File: config.mk
export PLATFORM = sky130hd
export DESIGN_NAME = lsf_queue
export DESIGN_NICKNAME = d
export VERILOG_FILES = /design/src/hdl/lsf_pkg.sv /design/src/hdl/lsf_queue.sv
export SDC_FILE = /design/constraint.sdc
export NUM_CORES = 1
export LEC_CHECK = 0
export BUFFER_PORTS_ARGS = -buffer_cell sky130_fd_sc_hd__buf_4
export CAP_MARGIN = 20
export CORE_UTILIZATION = 35
export CTS_BUF_LIST = sky130_fd_sc_hd__clkbuf_4 sky130_fd_sc_hd__clkbuf_8
export DETAILED_ROUTE_END_ITERATION = 6
export REMOVE_ABC_BUFFERS = 1
export SLEW_MARGIN = 20
export SYNTH_ARGS = -nofsm -noshare
export SYNTH_HDL_FRONTEND = slang
export SYNTH_SLANG_ARGS = --single-unit
File: constraint.sdc
create_clock -name clk -period 11.9 [get_ports clk]
set_input_delay 0.595 -clock clk [delete_from_list [all_inputs] [get_ports clk]]
set_output_delay 0.595 -clock clk [all_outputs]
set_load 0.01 [all_outputs]
File: src/hdl/lsf_pkg.sv
`default_nettype none

package lsf_pkg;

    localparam int MAX_SAMPLES_DEF = 1024;
    localparam int SAMPLE_BITS_DEF = 24;
    localparam int FRAC_BITS_DEF   = 12;

    localparam int SAMPLE_W = 24;
    localparam int COUNT_W  = 11;
    localparam int SUM_W    = 34;
    localparam int SQ_W     = 58;
    localparam int OUT_W    = 48;
    localparam int OUT_FRAC = 16;
    localparam int MUL_W    = 64;
    localparam int PROD_W   = 2 * MUL_W;
    localparam int QDEPTH   = 2;
    localparam int QPTR_W   = $clog2(QDEPTH);
    localparam int QLVL_W   = $clog2(QDEPTH + 1);

    typedef struct packed {
        logic signed [SAMPLE_W-1:0] x_sample;
        logic signed [SAMPLE_W-1:0] y_sample;
        logic                       last_sample;
    } lsf_in_t;

    typedef struct packed {
        logic signed [OUT_W-1:0] slope;
        logic signed [OUT_W-1:0] intercept;
        logic                    singular;
        logic                    saturated;
    } lsf_out_t;

    typedef struct packed {
        logic        [COUNT_W-1:0] count;
        logic signed [SUM_W-1:0]   sum_x;
        logic signed [SUM_W-1:0]   sum_y;
        logic signed [SQ_W-1:0]    sum_xx;
        logic signed [SQ_W-1:0]    sum_xy;
    } lsf_set_t;

endpackage

`default_nettype wire

File: src/hdl/lsf_queue.sv
`default_nettype none

module lsf_queue
    import lsf_pkg::*;
(
    input  wire logic              clk,
    input  wire logic              rst_n,
    input  wire logic              push,
    input  wire lsf_set_t          push_set,
    input  wire logic              pop,
    output lsf_set_t               head,
    output logic                   empty,
    output logic [QLVL_W-1:0]      level
);

    lsf_set_t            entries_reg [QDEPTH];
    logic [QPTR_W-1:0]   wr_ptr_reg, rd_ptr_reg;
    logic [QLVL_W-1:0]   count_reg;

    assign head  = entries_reg[rd_ptr_reg];
    assign empty = (count_reg == '0);
    assign level = count_reg;

    always_ff @(posedge clk)
    begin
        if (push)
        begin
            entries_reg[wr_ptr_reg] <= push_set;
        end
    end

    always_ff @(posedge clk or negedge rst_n)
    begin
        if (!rst_n)
        begin
            wr_ptr_reg <= '0;
            rd_ptr_reg <= '0;
            count_reg  <= '0;
        end
        else
        begin
            if (push)
            begin
                wr_ptr_reg <= (wr_ptr_reg == QPTR_W'(QDEPTH-1)) ? '0 : wr_ptr_reg + 1'b1;
            end
            if (pop)
            begin
                rd_ptr_reg <= (rd_ptr_reg == QPTR_W'(QDEPTH-1)) ? '0 : rd_ptr_reg + 1'b1;
            end
            count_reg <= count_reg + QLVL_W'(push) - QLVL_W'(pop);
        end
    end

    a_no_overflow: assert property (@(posedge clk) disable iff (!rst_n)
        push |-> (count_reg != QLVL_W'(QDEPTH)) || pop)
        else $error("set queue overflow");

    a_no_underflow: assert property (@(posedge clk) disable iff (!rst_n)
        pop |-> !empty)
        else $error("set queue underflow");

endmodule

`default_nettype wire

==> impl_metrics.ini <==
[finish]
final_nets = 1275
n_antenna_cell = 0
area_growth_pct = 32.4
largest_reg_flops = 390
drive_above_1_share = 0.627
finalInstanceArea_um2 = 19600
stdcell_count = 1664
post-route-util = 0.469

[timing]
worstMarginPinSlew_ns = 1.07
rsz0062_at_grt = false
finalWorstSetupSlack_ns = 7.46
finalMaxSlewViolations = 0
worst_hold_slack_ns = 0.179
slew_headroom = 0.288
setup_viol = 0
period_needed_ns = 4.44
fin_tns_setup_ns = 0
fmax_ghz = 0.225
period_share = 0.373
finalClockSkew_ns = 0.0179
finalHoldViolCount = 0

[synthesis]
yosys.area.top_type = edfxtp_1
synth_seq_area_share = 0.796
synth_edf_count = 390
synthMostInstantiatedCell = edfxtp_1
synth_seq_cells = 394
synth.area.top_cells = edfxtp_1 79%, mux2_4 14%, mux2_2 4.2%
synth_top_cell_area_share = 0.789
ys_types = 13
synth_cells = 621
syn_area_per_cell_um2 = 23.9
synthArstFlopShare = 0.0102
synth_common_cells = 390 x edfxtp_1, 140 x mux2_4, 55 x mux2_2
syn-cell-area_um2 = 14800
synth_top_flop_cell = edfxtp_1
yosysWarnings = 0

[routing]
ant_nets = 0
detail_route.wl_per_cell_um = 18.9
drcViolationCount = 0
drt-pass1-iter-count = 4
vias = 7417
via_per_inst = 4.46
drt_iter0_drc = 305
routed_wl_um = 31400

[cts]
cts_buffer_depth = 3
cts_root_buf = clkbuf_8
htreeDepth = 3
cts_buffers = 68
clk_pin_slew_worst_paths_ns = 0.06
post_cts_resized = 0
clk_latency_ns = 0.60
cts.sinks = 394
cts_tree = built

[die]
die_h_um = 208
die_w_um = 208
rows = 75
start_util = 0.355
die-area_um2 = 43200
io_pins = 397
core_area_um2 = 41900

[hold_path]
worstHoldPathType = in -> reg

[place]
io_buffers = 396
pre_cts_ws_ns = 7.97
hpwl_um = 20200
place_congestion = 0.723
place_inst = 1542
place_area_um2 = 18300

[setup_path]
crit_path_start_kind = register
setup.worst_path.class = reg -> out
crit_path_max_fanout = 59
end_kind = primary output
cp_slowest_cell = dfrtp_4
max_stage_delay_ns = 0.88
critPathMostFrequentCell = buf_4
cp_cell_sequence = buf_4, buf_4, mux2_2, buf_4
critPathArrivalTime_ns = 3.84
crit_required_ns = 11.31

[global_route]
overflow = 0
grt_first_pass_wirelength_um = 46000
grt_usage = 0.142
grt_max_degree = 77
grt_pass1_vias = 7815
antenna_found_initial = 1

[power]
p_leak_nw = 7.76
p_sw_mw = 1.32
clkPwrFrac = 0.251
peakVddDrop_mv = 0.150
p_int_mw = 3.31
power_frac_seq = 0.419
sw_frac_of_total = 0.285
p_total_mw = 4.63
power_density_nw_per_um2 = 236
power_frac_comb = 0.331

[flow_run]
cap_violations = 0

[run_status]
status = completed
critical path, delay by kind of cell (launching register included):
kind	cells	cell delay, ns
mux	1	0.42
buf+inv	3	1.80
flops	1	0.88
worst paths after layout:
kind / from / cells past startpoint / endpoint / slack [ns]
worst min register to register: wr_ptr_reg / 1 / wr_ptr_reg / 0.54
worst max-delay path: rd_ptr_reg / 4 / head[10] / 7.46
max in group asynchronous: rst_n / 2 / rd_ptr_reg / 11.45
worst min-delay path: push_set[86] / 1 / entries_reg[0][86] / 0.18
worst max register to register: wr_ptr_reg / 3 / entries_reg[0][83] / 9.17
min in group asynchronous: rst_n / 2 / level[0] / 0.34
power by group through the flow:
stage	logic [mW]	registers (mW)	clock network, mW
6_report	1.53	1.94	1.16
5_1_grt	1.63	1.96	1.27
4_1_cts	1.57	1.94	1.21
3_5_place_dp	1.56	1.97	0
3_3_place_gp	1.56	1.96	0
2_1_floorplan	1.00	2.12	0
placed cells by master (no fill, tap or decap):
cell type      synthesis  final
buf_4                  0    404
edfxtp_1             390    390
mux2_4               140    140
clkbuf_8               0     71
mux2_2                55     55
clkbuf_4               0     18
clkinv_1               0     18
clkinv_2               0      9
dfrtp_1                4      3
inv_1                  2      2
xor2_1                 2      2
ha_1                   2      2
clkinvlp_4             0      2
inv_6                  0      2
xor3_1                 1      1
nor2b_4                0      1
nor2_1                 1      1
and2_4                 0      1
bufinv_16              0      1
dlygate4sd3_1          0      1
dfrtp_4                0      1
cell families after synthesis:
group / synth area share
adders and majority gates: 0.00169
buffers and inverters: 0.0151
DFF: 0.796
muxes: 0.183
xor gates and xnor gates: 0.00278
and+or+nand+nor: 0.00110
metal layers:
| metal | part of all wire | GRT usage |
|---|---|---|
| met3 | 0.090 | 0.0611 |
| met2 | 0.50 | 0.232 |
| met4 | 0.019 | 0.0570 |
| met5 | 0.00045 | 0 |
| met1 | 0.39 | 0.164 |
cell type report:
class                      count  area [µm²]
timing repair buffer         405        3040
multi-input combinational    203        2810
clock inverter                32         175
fill                        3568       22200
clock buffer                  89        1110
sequential                   394       11800
inverter                       2        7.51
tap                          539         674
repair_timing:
| action | CTS | global route |
|---|---|---|
| endpoints found under the hold margin | 4 | 0 |
| setup buffers | 0 | 0 |
| hold buffers | 1 | 0 |
Power figures use the tool's default switching activity.
