<file path="src/hdl/lsf_pkg.sv">
`default_nettype none

package lsf_pkg;

    localparam int MAX_SAMPLES_DEF = 1024;
    localparam int SAMPLE_BITS_DEF = 24;
    localparam int FRAC_BITS_DEF   = 12;

    localparam int SAMPLE_W = 24;
    localparam int COUNT_W  = 11;
    localparam int SUM_W    = 34;
    localparam int SQ_W     = 58;
    localparam int OUT_W    = 48;
    localparam int OUT_FRAC = 16;
    localparam int MUL_W    = 64;
    localparam int PROD_W   = 2 * MUL_W;
    localparam int QDEPTH   = 2;
    localparam int QPTR_W   = $clog2(QDEPTH);
    localparam int QLVL_W   = $clog2(QDEPTH + 1);

    typedef struct packed {
        logic signed [SAMPLE_W-1:0] x_sample;
        logic signed [SAMPLE_W-1:0] y_sample;
        logic                       last_sample;
    } lsf_in_t;

    typedef struct packed {
        logic signed [OUT_W-1:0] slope;
        logic signed [OUT_W-1:0] intercept;
        logic                    singular;
        logic                    saturated;
    } lsf_out_t;

    typedef struct packed {
        logic        [COUNT_W-1:0] count;
        logic signed [SUM_W-1:0]   sum_x;
        logic signed [SUM_W-1:0]   sum_y;
        logic signed [SQ_W-1:0]    sum_xx;
        logic signed [SQ_W-1:0]    sum_xy;
    } lsf_set_t;

endpackage

`default_nettype wire

</file>
<file path="src/hdl/lsf_front.sv">
`default_nettype none

module lsf_front
    import lsf_pkg::*;
#(
    parameter int MAX_SAMPLES = MAX_SAMPLES_DEF,
    parameter int SAMPLE_BITS = SAMPLE_BITS_DEF
)
(
    input  wire logic              clk,
    input  wire logic              rst_n,
    input  wire logic              start,
    input  wire lsf_in_t           sample,
    input  wire logic [QLVL_W-1:0] level,
    output logic                   busy,
    output logic                   push,
    output lsf_set_t               push_set
);

    localparam int SH = SAMPLE_W - SAMPLE_BITS;

    logic signed [SAMPLE_W-1:0]   x_tmp, y_tmp, x_ext, y_ext;
    logic signed [2*SAMPLE_W-1:0] xx_prod, xy_prod;
    logic                         accept;
    logic                         add;

    logic                         s1_valid_reg, s1_last_reg;
    logic signed [SAMPLE_W-1:0]   s1_x_reg, s1_y_reg;
    logic signed [2*SAMPLE_W-1:0] s1_xx_reg, s1_xy_reg;

    logic [COUNT_W-1:0]      count_reg, count_next;
    logic signed [SUM_W-1:0] sum_x_reg, sum_x_next, sum_y_reg, sum_y_next;
    logic signed [SQ_W-1:0]  sum_xx_reg, sum_xx_next, sum_xy_reg, sum_xy_next;
    logic [QLVL_W:0]         pending;

    assign pending = {1'b0, level} + {{QLVL_W{1'b0}}, s1_valid_reg & s1_last_reg};
    assign busy    = (pending >= (QLVL_W+1)'(QDEPTH));
    assign accept  = start & ~busy;

    always_comb
    begin
        x_tmp   = sample.x_sample <<< SH;
        y_tmp   = sample.y_sample <<< SH;
        x_ext   = x_tmp >>> SH;
        y_ext   = y_tmp >>> SH;
        xx_prod = x_ext * x_ext;
        xy_prod = x_ext * y_ext;
    end

    always_ff @(posedge clk or negedge rst_n)
    begin
        if (!rst_n)
        begin
            s1_valid_reg <= 1'b0;
            s1_last_reg  <= 1'b0;
        end
        else
        begin
            s1_valid_reg <= accept;
            s1_last_reg  <= accept & sample.last_sample;
        end
    end

    always_ff @(posedge clk)
    begin
        if (accept)
        begin
            s1_x_reg  <= x_ext;
            s1_y_reg  <= y_ext;
            s1_xx_reg <= xx_prod;
            s1_xy_reg <= xy_prod;
        end
    end

    always_comb
    begin
        add         = s1_valid_reg && (count_reg < COUNT_W'(MAX_SAMPLES));
        count_next  = count_reg;
        sum_x_next  = sum_x_reg;
        sum_y_next  = sum_y_reg;
        sum_xx_next = sum_xx_reg;
        sum_xy_next = sum_xy_reg;
        if (add)
        begin
            count_next  = count_reg + 1'b1;
            sum_x_next  = sum_x_reg + SUM_W'(s1_x_reg);
            sum_y_next  = sum_y_reg + SUM_W'(s1_y_reg);
            sum_xx_next = sum_xx_reg + SQ_W'(s1_xx_reg);
            sum_xy_next = sum_xy_reg + SQ_W'(s1_xy_reg);
        end
        push            = s1_last_reg;
        push_set.count  = count_next;
        push_set.sum_x  = sum_x_next;
        push_set.sum_y  = sum_y_next;
        push_set.sum_xx = sum_xx_next;
        push_set.sum_xy = sum_xy_next;
    end

    always_ff @(posedge clk or negedge rst_n)
    begin
        if (!rst_n)
        begin
            count_reg  <= '0;
            sum_x_reg  <= '0;
            sum_y_reg  <= '0;
            sum_xx_reg <= '0;
            sum_xy_reg <= '0;
        end
        else if (push)
        begin
            count_reg  <= '0;
            sum_x_reg  <= '0;
            sum_y_reg  <= '0;
            sum_xx_reg <= '0;
            sum_xy_reg <= '0;
        end
        else
        begin
            count_reg  <= count_next;
            sum_x_reg  <= sum_x_next;
            sum_y_reg  <= sum_y_next;
            sum_xx_reg <= sum_xx_next;
            sum_xy_reg <= sum_xy_next;
        end
    end

endmodule

`default_nettype wire

</file>
<file path="config.mk">
export PLATFORM = sky130hd
export DESIGN_NAME = lsf_front
export DESIGN_NICKNAME = d
export VERILOG_FILES = /design/src/hdl/lsf_pkg.sv /design/src/hdl/lsf_front.sv
export SDC_FILE = /design/constraint.sdc
export NUM_CORES = 2
export LEC_CHECK = 0
export ABC_AREA = 1
export BUFFER_PORTS_ARGS = -buffer_cell sky130_fd_sc_hd__buf_2
export CAP_MARGIN = 20
export CELL_PAD_IN_SITES_DETAIL_PLACEMENT = 2
export CELL_PAD_IN_SITES_GLOBAL_PLACEMENT = 2
export CORE_UTILIZATION = 25
export CTS_CLUSTER_SIZE = 8
export DETAILED_ROUTE_END_ITERATION = 8
export GPL_TIMING_DRIVEN = 0
export PLACE_DENSITY = 0.6
export SYNTH_ARGS = -nofsm -noshare
export SYNTH_HDL_FRONTEND = slang
export SYNTH_SLANG_ARGS = --single-unit
</file>
<file path="constraint.sdc">
create_clock -name clk -period 14.2 [get_ports clk]
set_input_delay 1.42 -clock clk [delete_from_list [all_inputs] [get_ports clk]]
set_output_delay 1.42 -clock clk [all_outputs]
set_load 0.05 [all_outputs]
</file>
==> results.ini <==
[clock_tree]
insertion_delay_ps = 670
cts_root_buf = clkbuf_16
clkTransAtPathRegs_ps = 60
numCtsBuffers = 51
tritoncts = yes
htree_num_levels = 2
clock_sinks = 339
post_cts_buffers = 0
clock_path_buffers = 3
cts_resized = 0
ctsHoldBuffers = 0

[setup_path]
cp.arrival_ps = 11010
regToRegEndpoint = sum_xx_reg[56]
r2r_cells = 12
end_kind = flip-flop
slowest_stage = clkbuf_1
ff2ff_setup_slack_ps = 11140
critical_path.cell_chain = buf_2, clkbuf_1, clkbuf_1, nand2_1, inv_1, fa_1, fa_1, inv_1, fa_1, inv_1, fa_1, fa_1, fa_1, fa_1, ha_1, a21oi_1, inv_1, a31oi_1, o21ai_0, a21oi_1, nand3_1, nand3_1, nand2_1
start_kind = primary input
cpMostUsedCell = fa_1
crit_family = adder cells
cp_num_buf_inv = 7
critPathKind = in -> reg
max_stage_delay_ps = 900
worstReg2RegStart = s1_xx_reg[21]
crit_required_ps = 14450
crit_fanout = 10

[final_layout]
drive_above_1_share = 0.06754
nNetsFinal = 11460
final_cell_mix = nand2_1, inv_1, fa_1
mostFrequentLayoutCell = nand2_1
synthToLayoutAreaGrowth_pct = 12.30
nFillCells = 32690

[logic_synthesis]
synth_cell_types = 58
synth-xor-area-share = 0.02461
synth_mux_area_frac = 0
synth_area_per_cell_sq_um = 7.435
syn_nets = 11090
syn_inst = 9408
synth_top_family_by_area = adder cells
syn_area_sq_um = 69950
synth_edf_count = 142
synth-compound-area-share = 0.05449
synth_seq_area_share = 0.1314
synthSimpleGateAreaFrac = 0.2254
ys.flop_type = dfrtp_1
synth_fa_ha_area_frac = 0.4160
synthArstFlopShare = 0.5811
yosys_warnings = 0
ys_seq_elements = 339

[timing]
rsz0062_at_grt = false
hold_viol = 0
tightest_slew_ps = 1301
tns_ps = 0
drv_slew = 0
setup_viol = 0
fin_skew_ps = 50.55
period_needed_ps = 10750
fmax_mhz = 93.01
maxSlewHeadroom = 0.1328
finalCritPeriodShare = 0.7572

[global_routing]
grt_overflow = 0
grt_pass1_vias = 70810
grt_use_total = 0.2500
grt_pass1_wl_um = 505000
grt_max_degree = 88
antenna_found_initial = 42

[floorplanning]
dieHeight_um = 531.0
die_w_um = 531.0
pin_count = 251
num_rows = 193
die_area_sq_um = 281900
start_util = 0.2521
design.core.area_sq_um = 277500

[detailed_routing]
wl_per_cell_um = 25.94
drc = 0
ant_nets = 0
drtPass1Iterations = 5
vias_per_cell = 4.633
vias = 62740
drt_wl_total_um = 351300
first_iter_violations = 3289

[worst_hold_path]
hp-start = sum_xy_reg[8]
hold_path_end = sum_xy_reg[8]
hp-class = reg -> reg
worst_hold_path.num_cells = 2

[run_status]
status = finished, final reports clean

[place]
place.gp.congestion = 0.9222
portBuffers = 250
dp_hpwl_um = 307300

[run]
drv_cap = 0

==> synth_stat cells, drive strengths merged (15+ instances only) <==
| cell | instances | share of area |
|---|---|---|
| edfxtp | 142 | 0.061 |
| dfrtp | 197 | 0.070 |
| nand2 | 2619 | 0.14 |
| buf | 64 | 0.0039 |
| a31oi | 21 | 0.0020 |
| a21oi | 359 | 0.026 |
| o21ai | 203 | 0.015 |
| inv | 2515 | 0.13 |
| o21bai | 49 | 0.0053 |
| and2 | 19 | 0.0017 |
| xor2 | 132 | 0.017 |
| nand4 | 60 | 0.0054 |
| xnor2 | 62 | 0.0078 |
| nor3 | 40 | 0.0037 |
| ha | 460 | 0.082 |
| nand3 | 326 | 0.025 |
| or2 | 67 | 0.0060 |
| clkbuf | 166 | 0.0089 |
| nor4 | 15 | 0.0020 |
| fa | 1166 | 0.33 |
| nor2 | 657 | 0.038 |
| a21o | 28 | 0.0030 |
==> tightest hold or removal path, cell delays in order, from the launching register on <==
cell	delay, ps
dfrtp_1	370
nand2_1	90
a21oi_1	70
==> layout make-up <==
type	instances	area, sq um	share of cell area
repair buffers	318	2371	0.03018
plain buffers	231	915.9	0.01166
flip-flops and latches	339	9194	0.1170
diodes	19	47.55	0.0006053
clock buffers	85	1455	0.01852
clock inverters	6	76.32	0.0009716
inverters	2518	9452	0.1203
multi-input cells	6320	50410	0.6417
well taps	3705	4636	0.05901
==> cell families (layout without fill, tap and decap cells) <==
kind of cell               after synthesis  in the layout
and+or+nand+nor                       3820           3820
buffers and inverters                 2749           3158
adders and majority gates             1626           1626
AOI/OAI and AO/OA                      679            679
DFF                                    339            339
xor gates and xnor gates               195            195
other                                    0             19
==> worst max-delay path by stage <==
stage	start	endpoint	cells after the start
after floorplan	level[0]	s1_valid_reg	2
after global placement	level[0]	s1_valid_reg	3
after detailed placement	sample[48]	s1_xy_reg[47]	23
after CTS	sample[48]	s1_xy_reg[47]	23
after global routing	sample[48]	s1_xy_reg[47]	23
final	sample[48]	s1_xy_reg[47]	23
==> stage by stage <==
stage,cells,hold slack [ps],utilization,setup WS (ps),instance area (sq um)
floorplan,9408,510.8,-,5712,69950
global placement,13360,546.1,0.2733,2413,75840
detailed placement,13430,557.7,0.2772,2892,76910
CTS,13520,569.9,0.2827,3615,78440
global route,13530,596.2,0.2830,3080,78520
finish,13540,567.4,0.2831,3448,78550
==> per-layer routing <==
layer	wire, um	track usage	part of all wire	up-vias
met5	0	0	0	-
met4	9617	0.06143	0.027	0
met3	13070	0.01937	0.037	310
met2	164800	0.4201	0.47	1176
met1	163800	0.3457	0.47	32960
li1	-	-	-	28300
Power is left out: the tool's default activity adds up to more than one toggle a clock period on the data nets, which glitch-free logic cannot reach.
